--- src/rtl/ogrp_pkg.sv ---
// Shared types, constants and helper functions for the occupancy grid ray proximity block.
`timescale 1ns / 1ps

package ogrp_pkg;

   localparam int MAX_COLUMNS_DEF = 256;
   localparam int MAX_ROWS_DEF = 256;
   localparam int MAX_STEPS_DEF = 1024;

   localparam int CSR_INDEX_W = 3;
   localparam int CSR_DATA_W = 32;

   localparam logic [19:0] CELL_SIZE_RST = 20'd3277;
   localparam logic [8:0] MAP_COLUMNS_RST = 9'd256;
   localparam logic [8:0] MAP_ROWS_RST = 9'd256;
   localparam logic [7:0] OCCUPIED_LEVEL_RST = 8'd166;

   localparam logic signed [33:0] Q28_PI = 34'sd843314857;
   localparam logic signed [33:0] Q28_HALF_PI = 34'sd421657428;
   localparam logic signed [33:0] Q28_TWO_PI = 34'sd1686629713;
   localparam logic signed [33:0] CORDIC_GAIN = 34'sd652032874;
   localparam int CORDIC_ITERS = 28;

   localparam int DIV_NUM_W = 40;
   localparam int DIV_DEN_W = 23;

   typedef struct packed {
      logic operation;
      logic [7:0] pixel_column;
      logic [7:0] pixel_image_row;
      logic [7:0] pixel_level;
      logic signed [31:0] pose_x;
      logic signed [31:0] pose_y;
      logic signed [15:0] ray_angle;
      logic [22:0] ray_length;
   } req_type;

   typedef struct packed {
      logic [15:0] proximity;
      logic hit;
   } rsp_type;

   typedef enum logic [CSR_INDEX_W-1:0] {
      REG_CELL_SIZE,
      REG_MAP_ORIGIN_X,
      REG_MAP_ORIGIN_Y,
      REG_MAP_COLUMNS,
      REG_MAP_ROWS,
      REG_INVERT_PIXELS,
      REG_OCCUPIED_LEVEL,
      REG_MAP_VALID
   } csr_index_type;

   typedef enum logic [4:0] {
      CMD_NONE,
      CMD_LOAD,
      CMD_START,
      CMD_REDUCE,
      CMD_FOLD,
      CMD_ROTATE,
      CMD_TRIG,
      CMD_DIV_N,
      CMD_SET_N,
      CMD_DIV_QR,
      CMD_SET_QR,
      CMD_DIV_R,
      CMD_SET_R,
      CMD_ADVANCE,
      CMD_MUL,
      CMD_OFFSET,
      CMD_RECIP,
      CMD_MULQ,
      CMD_ADDR,
      CMD_DIV_P,
      CMD_EMIT_HIT,
      CMD_EMIT_ZERO
   } cmd_type;

   typedef struct packed {
      logic z_in_range;
      logic rot_last;
      logic div_done;
      logic invalid;
      logic blocked;
      logic last_step;
      logic out_free;
   } stat_type;

   function automatic logic signed [33:0] atan_q28(input logic [4:0] idx);
      logic signed [33:0] val;
      case (idx)
         5'd0: val = 34'sd210828714;
         5'd1: val = 34'sd124459457;
         5'd2: val = 34'sd65760959;
         5'd3: val = 34'sd33381290;
         5'd4: val = 34'sd16755422;
         5'd5: val = 34'sd8385879;
         5'd6: val = 34'sd4193963;
         5'd7: val = 34'sd2097109;
         5'd8: val = 34'sd1048571;
         5'd9: val = 34'sd524287;
         5'd10: val = 34'sd262144;
         5'd11: val = 34'sd131072;
         5'd12: val = 34'sd65536;
         5'd13: val = 34'sd32768;
         5'd14: val = 34'sd16384;
         5'd15: val = 34'sd8192;
         5'd16: val = 34'sd4096;
         5'd17: val = 34'sd2048;
         5'd18: val = 34'sd1024;
         5'd19: val = 34'sd512;
         5'd20: val = 34'sd256;
         5'd21: val = 34'sd128;
         5'd22: val = 34'sd64;
         5'd23: val = 34'sd32;
         5'd24: val = 34'sd16;
         5'd25: val = 34'sd8;
         5'd26: val = 34'sd4;
         5'd27: val = 34'sd2;
         default: val = 34'sd0;
      endcase
      return val;
   endfunction

endpackage

--- src/rtl/ogrp_ctrl.sv ---
// Controller state machine that sequences pixel loads and ray queries.
`timescale 1ns / 1ps

module ogrp_ctrl (
   input  logic               clock,
   input  logic               reset,
   input  logic               req_valid,
   input  logic               req_query,
   output logic               req_stall,
   input  ogrp_pkg::stat_type stat,
   output ogrp_pkg::cmd_type  cmd
);

   typedef enum logic [4:0] {
      S_IDLE,
      S_CHECK,
      S_REDUCE,
      S_FOLD,
      S_ROT,
      S_TRIG,
      S_DIVN,
      S_WAITN,
      S_DIVQ,
      S_WAITQ,
      S_DIVR,
      S_WAITR,
      S_ADV,
      S_MUL,
      S_OFS,
      S_RCP,
      S_MQ,
      S_ADR,
      S_TST,
      S_DIVP,
      S_WAITP,
      S_HIT,
      S_ZERO
   } state_type;

   state_type state_ff;
   state_type state_in;

   always_comb begin
      state_in = state_ff;
      cmd = ogrp_pkg::CMD_NONE;
      case (state_ff)
         S_IDLE: begin
            if (req_valid) begin
               if (req_query) begin
                  cmd = ogrp_pkg::CMD_START;
                  state_in = S_CHECK;
               end else begin
                  cmd = ogrp_pkg::CMD_LOAD;
               end
            end
         end
         S_CHECK: state_in = stat.invalid ? S_ZERO : S_REDUCE;
         S_REDUCE: begin
            if (stat.z_in_range) begin
               state_in = S_FOLD;
            end else begin
               cmd = ogrp_pkg::CMD_REDUCE;
            end
         end
         S_FOLD: begin
            cmd = ogrp_pkg::CMD_FOLD;
            state_in = S_ROT;
         end
         S_ROT: begin
            cmd = ogrp_pkg::CMD_ROTATE;
            if (stat.rot_last) begin
               state_in = S_TRIG;
            end
         end
         S_TRIG: begin
            cmd = ogrp_pkg::CMD_TRIG;
            state_in = S_DIVN;
         end
         S_DIVN: begin
            cmd = ogrp_pkg::CMD_DIV_N;
            state_in = S_WAITN;
         end
         S_WAITN: begin
            if (stat.div_done) begin
               cmd = ogrp_pkg::CMD_SET_N;
               state_in = S_DIVQ;
            end
         end
         S_DIVQ: begin
            cmd = ogrp_pkg::CMD_DIV_QR;
            state_in = S_WAITQ;
         end
         S_WAITQ: begin
            if (stat.div_done) begin
               cmd = ogrp_pkg::CMD_SET_QR;
               state_in = S_DIVR;
            end
         end
         S_DIVR: begin
            cmd = ogrp_pkg::CMD_DIV_R;
            state_in = S_WAITR;
         end
         S_WAITR: begin
            if (stat.div_done) begin
               cmd = ogrp_pkg::CMD_SET_R;
               state_in = S_ADV;
            end
         end
         S_ADV: begin
            cmd = ogrp_pkg::CMD_ADVANCE;
            state_in = S_MUL;
         end
         S_MUL: begin
            cmd = ogrp_pkg::CMD_MUL;
            state_in = S_OFS;
         end
         S_OFS: begin
            cmd = ogrp_pkg::CMD_OFFSET;
            state_in = S_RCP;
         end
         S_RCP: begin
            cmd = ogrp_pkg::CMD_RECIP;
            state_in = S_MQ;
         end
         S_MQ: begin
            cmd = ogrp_pkg::CMD_MULQ;
            state_in = S_ADR;
         end
         S_ADR: begin
            cmd = ogrp_pkg::CMD_ADDR;
            state_in = S_TST;
         end
         S_TST: begin
            if (stat.blocked) begin
               state_in = S_DIVP;
            end else if (stat.last_step) begin
               state_in = S_ZERO;
            end else begin
               state_in = S_ADV;
            end
         end
         S_DIVP: begin
            cmd = ogrp_pkg::CMD_DIV_P;
            state_in = S_WAITP;
         end
         S_WAITP: begin
            if (stat.div_done) begin
               state_in = S_HIT;
            end
         end
         S_HIT: begin
            if (stat.out_free) begin
               cmd = ogrp_pkg::CMD_EMIT_HIT;
               state_in = S_IDLE;
            end
         end
         S_ZERO: begin
            if (stat.out_free) begin
               cmd = ogrp_pkg::CMD_EMIT_ZERO;
               state_in = S_IDLE;
            end
         end
         default: state_in = S_IDLE;
      endcase
   end

   always_ff @(posedge clock) begin
      if (reset) begin
         state_ff <= S_IDLE;
      end else begin
         state_ff <= state_in;
      end
   end

   assign req_stall = state_ff != S_IDLE;

endmodule

--- config.mk ---
export PLATFORM = sky130hd
export DESIGN_NAME = ogrp_ctrl
export DESIGN_NICKNAME = d
export VERILOG_FILES = /design/src/rtl/ogrp_pkg.sv /design/src/rtl/ogrp_ctrl.sv
export SDC_FILE = /design/constraint.sdc
export NUM_CORES = 1
export LEC_CHECK = 0
export BUFFER_PORTS_ARGS = -buffer_cell sky130_fd_sc_hd__buf_2
export CAP_MARGIN = 20
export CORE_MARGIN = 2
export CORE_UTILIZATION = 45
export DETAILED_ROUTE_END_ITERATION = 12
export GPL_TIMING_DRIVEN = 0
export PLACE_DENSITY = 0.82
export SETUP_SLACK_MARGIN = 0.02
export SYNTH_ARGS = -nofsm -noshare
export SYNTH_HDL_FRONTEND = slang
export SYNTH_SLANG_ARGS = --single-unit
--- constraint.sdc ---
create_clock -name clock -period 1.9 [get_ports clock]
set_input_delay 0.38 -clock clock [delete_from_list [all_inputs] [get_ports clock]]
set_output_delay 0.38 -clock clock [all_outputs]
set_load 0.005 [all_outputs]
==> key figures <==
Outcome
  – Status: finished, violations left
  – Violated checks: negative setup slack

Detailed routing
  – Wire length on met3: around 350 microns
  – Top sig layer: met4
  – Vias/cell: 6.811
  – Initial DRT Pass Iterations: 7
  – DR WL met2: 1613 microns
  – Routed WL per cell: 19.99 microns
  – Routed Antenna Nets: 0
  – Routed WL: 3379 microns
  – Met1 WL: between 1000 and 1500 microns
  – Post-route DRC: 0
  – Drt first-iter violations: 79
  – Detailed-route via count: 1151

Yosys
  – Sequential share of the synthesized area: 13.77%
  – YS warnings: 0
  – Yosys reg bits: 5
  – Yosys top cell area share: 13.77%
  – Post-Syn Area per Cell: about 6.4 sq um
  – Post-Syn Area: 726.9 sq um
  – Distinct cells, synth: 39
  – Synth Instances: 114
  – Largest area contributor in the netlist: dfxtp_1
  – Area contributors post-synth: dfxtp_1 14%, nand2_1 7.2%, a21oi_1 6.9%
  – Net Count, Synth: 125

STA
  – Final hold viol count: 0
  – Tmin final: roughly 2 ns
  – Worst Tran Pin Value: 0.5122 ns
  – Tcrit/Tclk final: 108.3%
  – Slew Viols, Final: 0
  – Setup TNS: -0.7855 ns
  – WHS: 0.3555 ns
  – Final setup fails: 8
  – Slew headroom: 65.69%
  – RSZ-0062 raised after global routing: true
  – Fmax achieved: about 0.49 GHz
  – Final worst setup slack: -0.1583 ns
  – Layout Skew: 0.01045 ns

Global route
  – Vias in the first global route: between 900 and 1000
  – Largest net degree at the start of global routing: 11
  – Overflow left after global routing: 0
  – First-pass GRT wire length: 4657 microns
  – Initial antenna violation count: 0
  – GRT Util Overall: 32.49%

Clock network
  – CTS Sinks: 5
  – Cts bufs inserted: 3
  – CTS tree: yes
  – Post-CTS Hold Buffers: 0
  – Worst-skew pair later-pin latency: roughly 0.26 ns
  – H-tree depth: 1
  – Clock Tree Buf Depth: 2
  – Root buffer cell: clkbuf_4
  – Clock transition at the registers of the reported paths: 0.05 ns

Critical path
  – WS Path Type: reg2out
  – Crit-path max FO: 6
  – Number of cells on the critical path: 7
  – Buffers & Inverters on Critical Path: 2
  – CP max stage cell: dfxtp_4
  – Worst Path Required: between 1.5 and 2 ns
  – Worst path max stage delay: 0.36 ns
  – Crit-path cells: buf_6 -> and2_4 -> a21o_1 -> nand3b_1 -> a21oi_2 -> or3_1 -> buf_2
  – Crit. End Element: output port
  – Critical Path AT: 1.68 ns
  – Reg2Reg Depth: 8
  – Worst setup SP type: flip-flop
  – Cell family with the largest share of critical-path delay: simple AND/OR/NAND/NOR gates

Power and ir drop
  – P per Cell Area: around 1600 nW/um^2
  – Worst VDD drop: 0.8775 mV
  – Final Total Pwr: 1926 uW
  – Leak: 0.0005314 uW

Place
  – Port Buf Inserts: 16
  – HPWL Detailed: roughly 1500 microns
  – Post-Place Cells: about 150
  – RD Place Congestion: approximately 0.93

Final layout
  – Number of flip-flops in the largest register: 5
  – Final Util: 80.56%
  – Non-filler cells, final: 169
  – Largest registers: state_ff (5)
  – Layout cell share with drive strength beyond 1: 48.37%
  – Layout Nets: 165
  – Synth-to-layout area growth: 66.95%
  – N_diodes: 0
  – Largest Register: state_ff

Floorplan
  – Site Rows: 14
  – Die W: 44.19 microns
  – Core area: 1506 sq um
  – Initial Util: 48.26%
  – Die area: 1953 sq um
  – Num ports: 17
  – Die Y: around 44 microns

Min path
  – WHS Path Cells: 2
  – Worst Hold Class: in2reg

Run
  – Max-Cap Viols: 0
[worst register-to-register path, delay by kind of cell, from the launching register on]
| family | cells | cell delay [ns] |
|---|---|---|
| and+or+nand+nor | 1 | 0.53 |
| DFF | 1 | 0.32 |
| buffers and inverters | 4 | 0.54 |
| xor gates and xnor gates | 1 | 0.13 |
| AOI/OAI and AO/OA | 2 | 0.42 |
[area by class of cell]
type / count / area [sq um]
Multi-Input combinational cell: 95 / 674.4
Fill cell: 90 / 292.8
Timing Repair Buffer: 36 / 249.0
Sequential cell: 5 / 116.4
Buffer: 10 / 116.4
Clock buffer: 4 / 26.28
Tap cell: 16 / 20.02
Inverter: 3 / 11.26
[through the flow]
stage	cell area, sq um	setup WS [ns]
after floorplan	726.9	-0.02192
after global placement	827.0	-0.2125
after detailed placement	827.0	-0.2181
after CTS	1050	-0.08872
after global routing	1214	-0.2066
final	1214	-0.1583
[final timing paths]
check / from / endpoint / slack (ns)
max: state_ff[4] / cmd[0] / -0.16
min: reset / state_ff[1] / 0.36
max reg2reg: state_ff[1] / state_ff[2] / -0.13
min reg2reg: state_ff[0] / state_ff[0] / 0.73
[cells in the final DEF, fill, tap and decap left out, types with 2 or more instances in the layout]
| cell | Yosys | layout |
|---|---|---|
| nand2_2 | 0 | 2 |
| a31oi_1 | 4 | 4 |
| a21oi_1 | 10 | 6 |
| buf_4 | 0 | 17 |
| o21ai_0 | 6 | 6 |
| nor2b_1 | 6 | 5 |
| nand2_1 | 14 | 12 |
| buf_6 | 1 | 9 |
| clkbuf_8 | 0 | 3 |
| and4b_1 | 2 | 2 |
| a21oi_2 | 0 | 4 |
| inv_1 | 3 | 3 |
| buf_2 | 2 | 16 |
| nor3_2 | 0 | 3 |
| mux2i_1 | 2 | 2 |
| clkbuf_4 | 0 | 3 |
| o22ai_1 | 4 | 2 |
| nand2b_4 | 0 | 2 |
| nor2_1 | 11 | 11 |
| nand3_1 | 2 | 2 |
| o22ai_2 | 0 | 2 |
| or3_1 | 2 | 2 |
| nand3b_1 | 3 | 3 |
| dfxtp_4 | 0 | 4 |
[cells in the mapped netlist (all sizes together)]
cell,count
a21o,1
buf,3
or4b,1
o211ai,1
a31oi,4
nor2b,6
o21a,1
o32ai,1
nand2b,3
nor2,11
a21boi,1
inv,3
o22ai,4
nor3,5
o221ai,1
o32a,1
a32o,1
o311ai,1
o21ai,6
nor4bb,1
nand3b,3
xor2,1
a21oi,10
a211o,1
nor4,2
mux2i,2
and3b,1
nand3,2
a211oi,1
and4b,2
and2,1
or3,2
a41o,1
or3b,1
dfxtp,5
nand2,14
clkbuf,8
or2,1
[power by group]
part           internal, uW  switching (uW)
Clock                  80.3            58.0
Sequential              156            50.4
Combinational           801             779
[cells by family after synthesis]
| logic type | synth area share [%] |
|---|---|
| multiplexers | 2.754 |
| flip-flops | 13.77 |
| AND/OR/NAND/NOR | 41.65 |
| AO/OA/AOI/OAI | 32.02 |
| buffers and inverters | 8.606 |
| XOR/XNOR | 1.205 |
[per-layer routing]
layer | vias up | GRT usage (%)
li1 | 503 | -
met1 | 519 | 39.45
met2 | 98 | 55.00
met3 | 31 | 5.306
met4 | 0 | 16.36
met5 | - | 0
[repair_timing]
action                                 CTS  global route
pin swaps                               12            11
endpoints found under the hold margin    0             0
setup endpoints to repair                8            10
gates cloned                             0             0
gates resized for setup                 40            32
setup buffers                           10            10
Note: power is estimated with default switching activity, not from simulation.
